### config.mk
export PLATFORM = sky130hd
export DESIGN_NAME = rpm_warmup_averager_flat
export DESIGN_NICKNAME = d
export VERILOG_FILES = /design/src/hw/rtl/rwa_pkg.sv /design/src/hw/rtl/rwa_sample_if.sv /design/src/hw/rtl/rwa_result_if.sv /design/src/hw/rtl/rpm_warmup_averager.sv /design/src/flat_wrapper.sv
export SDC_FILE = /design/constraint.sdc
export NUM_CORES = 1
export LEC_CHECK = 0
export BUFFER_PORTS_ARGS = -buffer_cell sky130_fd_sc_hd__buf_2
export CAP_MARGIN = 5
export CORE_MARGIN = 3
export CORE_UTILIZATION = 40
export DETAILED_ROUTE_END_ITERATION = 7
export PLACE_DENSITY = 0.72
export SYNTH_ARGS = -nofsm -noshare
export SYNTH_HDL_FRONTEND = slang
export SYNTH_SLANG_ARGS = --single-unit
export TNS_END_PERCENT = 100
### constraint.sdc
create_clock -name i_clk -period 9.3 [get_ports i_clk]
set_clock_uncertainty 0.15 [all_clocks]
set_input_delay 1.395 -clock i_clk [delete_from_list [all_inputs] [get_ports i_clk]]
set_output_delay 1.395 -clock i_clk [all_outputs]
set_load 0.01 [all_outputs]
### src/hw/rtl/rwa_pkg.sv
`default_nettype none
// ----------------------------------------------------------------------------
// rwa_pkg
// Shared widths, constants and state type for the engine speed averager.
// ----------------------------------------------------------------------------
package rwa_pkg;

    localparam int SAMPLE_BITS = 16;
    localparam int WINDOW_BITS = 7;
    localparam int OUT_BITS    = 16;
    localparam int NUM_BITS    = SAMPLE_BITS + WINDOW_BITS;
    localparam int STEP_BITS   = $clog2(NUM_BITS + 1);
    localparam int ADDR_BITS   = 2;
    localparam int DATA_BITS   = 32;

    localparam logic [ADDR_BITS-1:0] ADDR_WINDOW = ADDR_BITS'(0);

    localparam logic [WINDOW_BITS-1:0] WINDOW_RESET = WINDOW_BITS'(2);
    localparam logic [OUT_BITS-1:0] SMOOTH_DROP_MASK = OUT_BITS'(15);
    localparam logic [OUT_BITS-1:0] SAMPLE_DROP_MASK = OUT_BITS'(63);

    localparam logic [STEP_BITS-1:0] MUL_LAST = STEP_BITS'(WINDOW_BITS - 1);
    localparam logic [STEP_BITS-1:0] DIV_LAST = STEP_BITS'(NUM_BITS - 1);

    typedef enum logic [1:0] {
        ST_IDLE,
        ST_MUL,
        ST_DIV,
        ST_DONE
    } t_state;

endpackage
`default_nettype wire

### src/hw/rtl/rwa_sample_if.sv
`default_nettype none
// ----------------------------------------------------------------------------
// rwa_sample_if
// Valid/ready channel that carries one engine speed sample per item.
// ----------------------------------------------------------------------------
interface rwa_sample_if;

    logic                             valid;
    logic                             ready;
    logic [rwa_pkg::SAMPLE_BITS-1:0] rpm_sample;

    modport source (output valid, output rpm_sample, input ready);
    modport sink (input valid, input rpm_sample, output ready);

endinterface
`default_nettype wire

### src/hw/rtl/rwa_result_if.sv
`default_nettype none
// ----------------------------------------------------------------------------
// rwa_result_if
// Valid/ready channel that carries one smoothed speed result per item.
// ----------------------------------------------------------------------------
interface rwa_result_if;

    logic                          valid;
    logic                          ready;
    logic [rwa_pkg::OUT_BITS-1:0] smoothed_rpm;
    logic [rwa_pkg::OUT_BITS-1:0] smoothed_rpm_coarse;
    logic [rwa_pkg::OUT_BITS-1:0] sample_rpm_coarse;

    modport source (
        output valid, output smoothed_rpm, output smoothed_rpm_coarse,
        output sample_rpm_coarse, input ready
    );
    modport sink (
        input valid, input smoothed_rpm, input smoothed_rpm_coarse,
        input sample_rpm_coarse, output ready
    );

endinterface
`default_nettype wire

### src/hw/rtl/rpm_warmup_averager.sv
`default_nettype none
// ----------------------------------------------------------------------------
// rpm_warmup_averager
// Running average of engine speed: exact mean while the window fills, then
// a first-order filter over window_length samples.
//
// Samples enter on i_sample and results leave on o_result, both valid/ready.
// The window length is written over the APB port at address 0 and reads back
// there. Each accepted item runs a shift-add multiply of the old value by the
// divisor minus one, one multiplier bit per cycle, and then a restoring
// division of the 23-bit numerator, one quotient bit per cycle. The next
// sample can be accepted in the same cycle that the result becomes valid.
// With a window of zero, or a count above the window, the sample is taken as
// is and goes through the done state to the output register. No new sample
// is accepted until the last item has been loaded into the output register,
// so the serial arithmetic sets the rate.
// The result waits in an output register while the next item is accepted
// and computed; a finished item holds in its last step until the receiver
// takes the pending result. Reset clears the smoothed value and the count,
// sets the window to 2 and empties the output.
// ----------------------------------------------------------------------------
module rpm_warmup_averager (
    input  wire                                i_clk,
    input  wire                                i_rst_n,
    rwa_sample_if.sink                         i_sample,
    rwa_result_if.source                       o_result,
    input  wire                                i_psel,
    input  wire                                i_penable,
    input  wire                                i_pwrite,
    input  wire  [rwa_pkg::ADDR_BITS-1:0]      i_paddr,
    input  wire  [rwa_pkg::DATA_BITS-1:0]      i_pwdata,
    output logic [rwa_pkg::DATA_BITS-1:0]      o_prdata,
    output logic                               o_pready
);

    localparam int SB = rwa_pkg::SAMPLE_BITS;
    localparam int WB = rwa_pkg::WINDOW_BITS;
    localparam int NB = rwa_pkg::NUM_BITS;
    localparam int OB = rwa_pkg::OUT_BITS;
    localparam int TB = rwa_pkg::STEP_BITS;

    rwa_pkg::t_state r_state, n_state;

    logic [WB-1:0] r_window, n_window;
    logic [SB-1:0] r_smooth, n_smooth;
    logic [WB-1:0] r_count, n_count;
    logic [WB-1:0] r_div, n_div;
    logic [WB-1:0] r_mplier, n_mplier;
    logic [NB-1:0] r_mcand, n_mcand;
    logic [NB-1:0] r_acc, n_acc;
    logic [WB-1:0] r_rem, n_rem;
    logic [TB-1:0] r_step, n_step;
    logic [SB-1:0] r_sample, n_sample;
    logic          r_out_valid, n_out_valid;
    logic [OB-1:0] r_out_smooth, n_out_smooth;
    logic [OB-1:0] r_out_sample, n_out_sample;

    logic          w_accept;
    logic          w_load_out;
    logic          w_bypass;
    logic          w_cfg_write;
    logic [WB-1:0] w_divisor;
    logic [WB:0]   w_rem_sh;
    logic [WB:0]   w_rem_diff;
    logic          w_ge;

    assign w_cfg_write = i_psel && i_penable && i_pwrite && o_pready
                         && (i_paddr == rwa_pkg::ADDR_WINDOW);
    assign o_pready    = 1'b1;
    assign o_prdata    = (i_paddr == rwa_pkg::ADDR_WINDOW) ?
                         rwa_pkg::DATA_BITS'(r_window) : '0;

    assign w_accept = i_sample.valid && i_sample.ready;
    assign w_bypass = (r_window == '0) || (r_count > r_window);
    assign w_divisor = (r_count == r_window) ? r_window : r_count + WB'(1);

    assign w_rem_sh   = {r_rem, r_acc[NB-1]};
    assign w_rem_diff = w_rem_sh - {1'b0, r_div};
    assign w_ge       = (w_rem_sh >= {1'b0, r_div});

    always_comb begin
        n_state = r_state;
        case (r_state)
            rwa_pkg::ST_IDLE: begin
                if (i_sample.valid) begin
                    n_state = w_bypass ? rwa_pkg::ST_DONE : rwa_pkg::ST_MUL;
                end
            end
            rwa_pkg::ST_MUL: begin
                if (r_step == rwa_pkg::MUL_LAST) begin
                    n_state = rwa_pkg::ST_DIV;
                end
            end
            rwa_pkg::ST_DIV: begin
                if (r_step == rwa_pkg::DIV_LAST) begin
                    n_state = rwa_pkg::ST_DONE;
                end
            end
            rwa_pkg::ST_DONE: begin
                if (w_load_out) begin
                    n_state = rwa_pkg::ST_IDLE;
                end
            end
            default: n_state = rwa_pkg::ST_IDLE;
        endcase
    end

    always_comb begin
        i_sample.ready = 1'b0;
        w_load_out     = 1'b0;
        case (r_state)
            rwa_pkg::ST_IDLE: i_sample.ready = 1'b1;
            rwa_pkg::ST_DONE: w_load_out = !r_out_valid || o_result.ready;
            default: begin
                i_sample.ready = 1'b0;
                w_load_out     = 1'b0;
            end
        endcase
    end

    always_comb begin
        n_window     = r_window;
        n_smooth     = r_smooth;
        n_count      = r_count;
        n_div        = r_div;
        n_mplier     = r_mplier;
        n_mcand      = r_mcand;
        n_acc        = r_acc;
        n_rem        = r_rem;
        n_step       = r_step;
        n_sample     = r_sample;
        n_out_valid  = r_out_valid;
        n_out_smooth = r_out_smooth;
        n_out_sample = r_out_sample;

        if (w_cfg_write) begin
            n_window = i_pwdata[WB-1:0];
        end
        if (o_result.valid && o_result.ready) begin
            n_out_valid = 1'b0;
        end

        case (r_state)
            rwa_pkg::ST_IDLE: begin
                if (w_accept) begin
                    n_sample = i_sample.rpm_sample;
                    n_acc    = NB'(i_sample.rpm_sample);
                    n_step   = '0;
                    if (w_bypass) begin
                        n_count = WB'(1);
                    end else begin
                        n_count  = w_divisor;
                        n_div    = w_divisor;
                        n_mplier = w_divisor - WB'(1);
                        n_mcand  = NB'(r_smooth);
                    end
                end
            end
            rwa_pkg::ST_MUL: begin
                if (r_mplier[0]) begin
                    n_acc = r_acc + r_mcand;
                end
                n_mcand  = {r_mcand[NB-2:0], 1'b0};
                n_mplier = {1'b0, r_mplier[WB-1:1]};
                n_step   = r_step + TB'(1);
                if (r_step == rwa_pkg::MUL_LAST) begin
                    n_step = '0;
                    n_rem  = '0;
                end
            end
            rwa_pkg::ST_DIV: begin
                n_rem  = w_ge ? w_rem_diff[WB-1:0] : w_rem_sh[WB-1:0];
                n_acc  = {r_acc[NB-2:0], w_ge};
                n_step = r_step + TB'(1);
            end
            rwa_pkg::ST_DONE: begin
                if (w_load_out) begin
                    n_smooth     = r_acc[SB-1:0];
                    n_out_valid  = 1'b1;
                    n_out_smooth = OB'(r_acc[SB-1:0]);
                    n_out_sample = OB'(r_sample);
                end
            end
            default: n_step = '0;
        endcase
    end

    always_ff @(posedge i_clk) begin
        if (!i_rst_n) begin
            r_state     <= rwa_pkg::ST_IDLE;
            r_window    <= rwa_pkg::WINDOW_RESET;
            r_smooth    <= '0;
            r_count     <= '0;
            r_out_valid <= 1'b0;
        end else begin
            r_state     <= n_state;
            r_window    <= n_window;
            r_smooth    <= n_smooth;
            r_count     <= n_count;
            r_out_valid <= n_out_valid;
        end
    end

    always_ff @(posedge i_clk) begin
        r_div        <= n_div;
        r_mplier     <= n_mplier;
        r_mcand      <= n_mcand;
        r_acc        <= n_acc;
        r_rem        <= n_rem;
        r_step       <= n_step;
        r_sample     <= n_sample;
        r_out_smooth <= n_out_smooth;
        r_out_sample <= n_out_sample;
    end

    assign o_result.valid               = r_out_valid;
    assign o_result.smoothed_rpm        = r_out_smooth;
    assign o_result.smoothed_rpm_coarse = r_out_smooth & ~rwa_pkg::SMOOTH_DROP_MASK;
    assign o_result.sample_rpm_coarse   = r_out_sample & ~rwa_pkg::SAMPLE_DROP_MASK;

    a_rem_below_divisor: assert property (@(posedge i_clk) disable iff (!i_rst_n)
        (r_state == rwa_pkg::ST_DIV) |-> (r_rem < r_div))
        else $error("Division remainder reached the divisor.");

    a_accept_leaves_idle: assert property (@(posedge i_clk) disable iff (!i_rst_n)
        w_accept |=> (r_state != rwa_pkg::ST_IDLE))
        else $error("An accepted item did not start work.");

    a_state_tracks_result: assert property (@(posedge i_clk) disable iff (!i_rst_n)
        w_load_out |=> (r_out_valid && (r_out_smooth == OB'(r_smooth))))
        else $error("Stored smoothed value differs from the delivered result.");

    a_mul_step_range: assert property (@(posedge i_clk) disable iff (!i_rst_n)
        (r_state == rwa_pkg::ST_MUL) |-> (r_step <= rwa_pkg::MUL_LAST))
        else $error("Multiply step counter ran past its last step.");

endmodule
`default_nettype wire
### src/flat_wrapper.sv
// flat-port wrapper written by rule: the top's interface ports become plain ports
module rpm_warmup_averager_flat 
  (i_clk, i_rst_n, i_psel, i_penable, i_pwrite, i_paddr, i_pwdata, o_prdata, o_pready, i_sample_valid, i_sample_rpm_sample, i_sample_ready, o_result_valid, o_result_smoothed_rpm, o_result_smoothed_rpm_coarse, o_result_sample_rpm_coarse, o_result_ready);
  rwa_sample_if i_sample_i ();
  rwa_result_if o_result_i ();
  input  wire i_clk;
  input  wire i_rst_n;
  input  wire i_psel;
  input  wire i_penable;
  input  wire i_pwrite;
  input  wire  [rwa_pkg::ADDR_BITS-1:0] i_paddr;
  input  wire  [rwa_pkg::DATA_BITS-1:0] i_pwdata;
  output logic [rwa_pkg::DATA_BITS-1:0] o_prdata;
  output logic o_pready;
  input wire logic [$bits(i_sample_i.valid)-1:0] i_sample_valid;
  input wire logic [$bits(i_sample_i.rpm_sample)-1:0] i_sample_rpm_sample;
  output wire logic [$bits(i_sample_i.ready)-1:0] i_sample_ready;
  output wire logic [$bits(o_result_i.valid)-1:0] o_result_valid;
  output wire logic [$bits(o_result_i.smoothed_rpm)-1:0] o_result_smoothed_rpm;
  output wire logic [$bits(o_result_i.smoothed_rpm_coarse)-1:0] o_result_smoothed_rpm_coarse;
  output wire logic [$bits(o_result_i.sample_rpm_coarse)-1:0] o_result_sample_rpm_coarse;
  input wire logic [$bits(o_result_i.ready)-1:0] o_result_ready;
  assign i_sample_i.valid = i_sample_valid;
  assign i_sample_i.rpm_sample = i_sample_rpm_sample;
  assign i_sample_ready = i_sample_i.ready;
  assign o_result_valid = o_result_i.valid;
  assign o_result_smoothed_rpm = o_result_i.smoothed_rpm;
  assign o_result_smoothed_rpm_coarse = o_result_i.smoothed_rpm_coarse;
  assign o_result_sample_rpm_coarse = o_result_i.sample_rpm_coarse;
  assign o_result_i.ready = o_result_ready;
  rpm_warmup_averager u_core (.i_clk(i_clk), .i_rst_n(i_rst_n), .i_sample(i_sample_i), .o_result(o_result_i), .i_psel(i_psel), .i_penable(i_penable), .i_pwrite(i_pwrite), .i_paddr(i_paddr), .i_pwdata(i_pwdata), .o_prdata(o_prdata), .o_pready(o_pready));
endmodule
==> implementation parameters <==
Parameter                              Value

Power and ir drop
  Power per cell area    348 nW/um^2
  Leak pwr    3.54 nW
  Maximum resistive drop on vdd    207 uV
  Final total power    3.09 mW

Yosys
  Most common flop cell mapped by yosys    sky130_fd_sc_hd__edfxtp_1
  Post-synth design cell area    7920 um^2
  Area share of the leading cell type in the synthesized netlist    41.0%
  Count of different cell masters after synthesis    67
  Mean Syn Cell Area    10.6 um^2
  Top area cells in the synthesized netlist    sky130_fd_sc_hd__edfxtp_1 (41%), sky130_fd_sc_hd__dfxtp_1 (8.3%), sky130_fd_sc_hd__ha_1 (7.0%), sky130_fd_sc_hd__buf_4 (4.6%), sky130_fd_sc_hd__nand2_1 (3.9%)
  Post-synth EDFFs    108
  Flip-flop and latch count after synthesis    141
  Async S/R FF share, synth    0%
  Cell type with the highest aggregate area in the netlist    sky130_fd_sc_hd__edfxtp_1
  Share of the yosys chip area belonging to registers    49.3%
  Cells after Synth    750
  Yosys warns    0

Route
  Total routed wirelength    16600 um
  Count of nets left with antenna violations after detail routing    0
  Number of detailed-route iterations in the first pass    6
  Vias    5640
  Post-detailed-route via-to-cell ratio    5.21
  Number of remaining DRC errors    0
  WL per Instance    15.3 um
  Detailed Route Iter0 Violations    411

Worst setup path
  Endpoint type of the worst setup path    output port
  R2R Path Start    u_core.r_count[0]
  R2R Path End    u_core.r_mplier[6]
  Delay of the slowest cell on the worst path    0.13 ns
  Buffers and inverters on the worst path    2
  Startpoint-to-endpoint class of the critical path    in2out
  Worst-path fanout max    7
  Worst Reg-to-Reg Cells    10
  R2R setup slack    6.13 ns
  Required arrival time at the worst endpoint    7.76 ns
  Cell with the largest stage delay on the worst path    sky130_fd_sc_hd__buf_2
  Top delay family on crit path    simple AND/OR/NAND/NOR gates
  Data arrival time of the critical path    1.91 ns
  Kind of launch point of the worst setup path    input pin
  Cell Chain, Critical Path    buf_2 > nor2_1 > and2_1 > buf_2
  Library cell appearing most often on the critical path    sky130_fd_sc_hd__buf_2

CTS
  Clock-pin slew on the worst setup and hold paths    0.06 ns
  Clock tree sinks    141
  Buffer type at the clock tree root    sky130_fd_sc_hd__clkbuf_16
  Post-cts repair resize count    0
  H-tree lvl count    4
  Number of buffers added by the clock tree synthesis step    17
  Clk buf depth    2
  Later-pin clock latency in the skew report    0.43 ns
  CTS tree    yes
  Post-CTS repair timing setup buffer count    0
  Cts-stage hold buffer count    0

Timing
  Maximum clock rate    290 MHz
  Fin. Hold Viols    0
  Final worst path period need    3.45 ns
  Setup TNS after final layout    0 ns
  Max-Slew Margin vs Limit    19.1%
  RSZ-0062 raised after global routing    false
  Final period utilization    37.1%
  Count of final setup violators    0
  Slew at the pin closest to its max-slew limit    1.21 ns
  Final-report max-slew violation count    0

Place
  Detailed Place HPWL    11500 um
  Placed standard-cell area    8340 um^2
  Global placement routability congestion    0.913
  Count of input and output buffers    78

Global route
  Number of global-route vias before repair    5099
  GRT met1 Usage    21.9%
  Met2 Usage GRT    22.7%
  Layer carrying the most global-route usage    met2
  GRT met3 Usage    3.36%
  Antenna violations before repair    0
  Aggregate global routing overflow    0
  Total routing usage reported by global routing    15.1%
  Largest net degree at the start of global routing    47
  Wire length of the first global-routing pass    26300 um

Floorplan
  Effective utilization at floorplan    41.5%
  Core area    19100 um^2
  Overall die width    147 um
  Placement row count    50
  Die outline area    21500 um^2
  Count of pins on the block boundary    140
  Chip Height    147 um

Worst hold path
  Hold Path Sink    u_core.r_out_sample[15]
  Startpoint of the worst hold path    u_core.r_sample[15]
  Min-Delay Path Depth    0
  Worst min-delay path class    reg2reg

Layout
  Post-route cell area    8880 um^2
  Area used by sequential logic in the layout    3900 um^2
  Most common cell after layout, fill and taps aside    sky130_fd_sc_hd__edfxtp_1
  Commonest cells after routing, fill and taps aside    sky130_fd_sc_hd__edfxtp_1 (108), sky130_fd_sc_hd__nand2_1 (83), sky130_fd_sc_hd__buf_2 (78)
  Ratio of cells with drive above 1 in the final layout    17.6%
  Signed area change from the synthesized netlist to the final layout    12.2%
  Fill count    1763
  Layout net count    912
  Multi-input gate area in the final layout    3550 um^2
  Antenna diode count    0

Job
  Reported max-cap violation count    0

Status
  Outcome    completed
==> power by group <==
part | total [mW] | internal [mW] | switching, mW
Combinational | 1.37 | 0.518 | 0.854
Clock | 0.637 | 0.367 | 0.270
Sequential | 1.09 | 0.958 | 0.127
==> kinds of logic (layout without fill, tap and decap cells) <==
logic type                 count (synthesis)  after routing  share of synthesized area, %
adders and majority gates                 46             46                          7.46
DFF                                      141            141                          49.3
xor gates and xnor gates                  30             30                          3.32
AOI/OAI and AO/OA                        171            171                          14.7
buffers and inverters                    111            149                          7.60
and+or+nand+nor                          221            221                          13.7
other                                      2             36                        0.0948
muxes                                     28             28                          3.86
==> layer usage <==
metal	up-vias	routed length (um)
li1	2763	-
met1	2679	8000
met2	178	7420
met3	20	964
met4	0	201
met5	-	0
==> cell type report <==
type	instances	share of cell area, %
tap	260	3.66
inverter	33	1.39
multi-input combinational	532	39.9
sequential	141	43.9
clock buffer	18	4.83
clock inverter	14	1.34
timing repair buffer	84	4.90
==> metrics by stage <==
stage | setup WS [ns] | instances | hold WS, ns | util (%)
3_3_place_gp | 5.80 | 1050 | 0.252 | 43.7
2_1_floorplan | 5.58 | 784 | 0.250 | -
6_report | 5.85 | 1082 | 0.267 | 46.6
5_1_grt | 5.76 | 1082 | 0.271 | 46.6
4_1_cts | 5.84 | 1082 | 0.270 | 46.6
3_5_place_dp | 5.73 | 1050 | 0.255 | 43.7
==> synth_stat cells, drive strengths merged (7+ instances only) <==
library cell / number
a21boi: 18
o21ai: 44
a21oi: 27
nand2: 83
mux2i: 11
nand4: 14
clkbuf: 22
mux2: 17
nor2: 36
o21a: 7
xnor2: 19
buf: 56
a21o: 12
a31oi: 8
edfxtp: 108
a22oi: 7
nand3: 17
nor3: 14
inv: 32
dfxtp: 33
nor2b: 17
ha: 44
and2: 12
xor2: 11
==> how the worst max path moves through the flow <==
stage                                  from                 to  slack, ns  cells past startpoint
after CTS                        i_paddr[1]        o_prdata[0]       5.84                      4
after global routing             i_paddr[1]        o_prdata[0]       5.76                      4
after global placement       i_sample_valid   u_core.r_acc[10]       5.80                      4
after detailed placement     i_sample_valid   u_core.r_acc[12]       5.73                      4
final                            i_paddr[1]        o_prdata[0]       5.85                      4
after floorplan           u_core.r_count[0]  u_core.r_mcand[0]       5.58                      8
==> flip-flops by register name, summed over array words and instances, names as in the netlist <==
signal and cells:
u_core.r_acc 23, u_core.r_mcand 23, u_core.o_result.smoothed_rpm 16, u_core.r_smooth 16
u_core.r_out_sample 10, u_core.r_sample 10, u_core.r_count 7, u_core.r_div 7
u_core.r_mplier 7, u_core.r_rem 7, u_core.r_window 7, u_core.r_step 5
u_core.r_state 2, u_core.o_result.valid 1
Power figures use the tool's default switching activity.
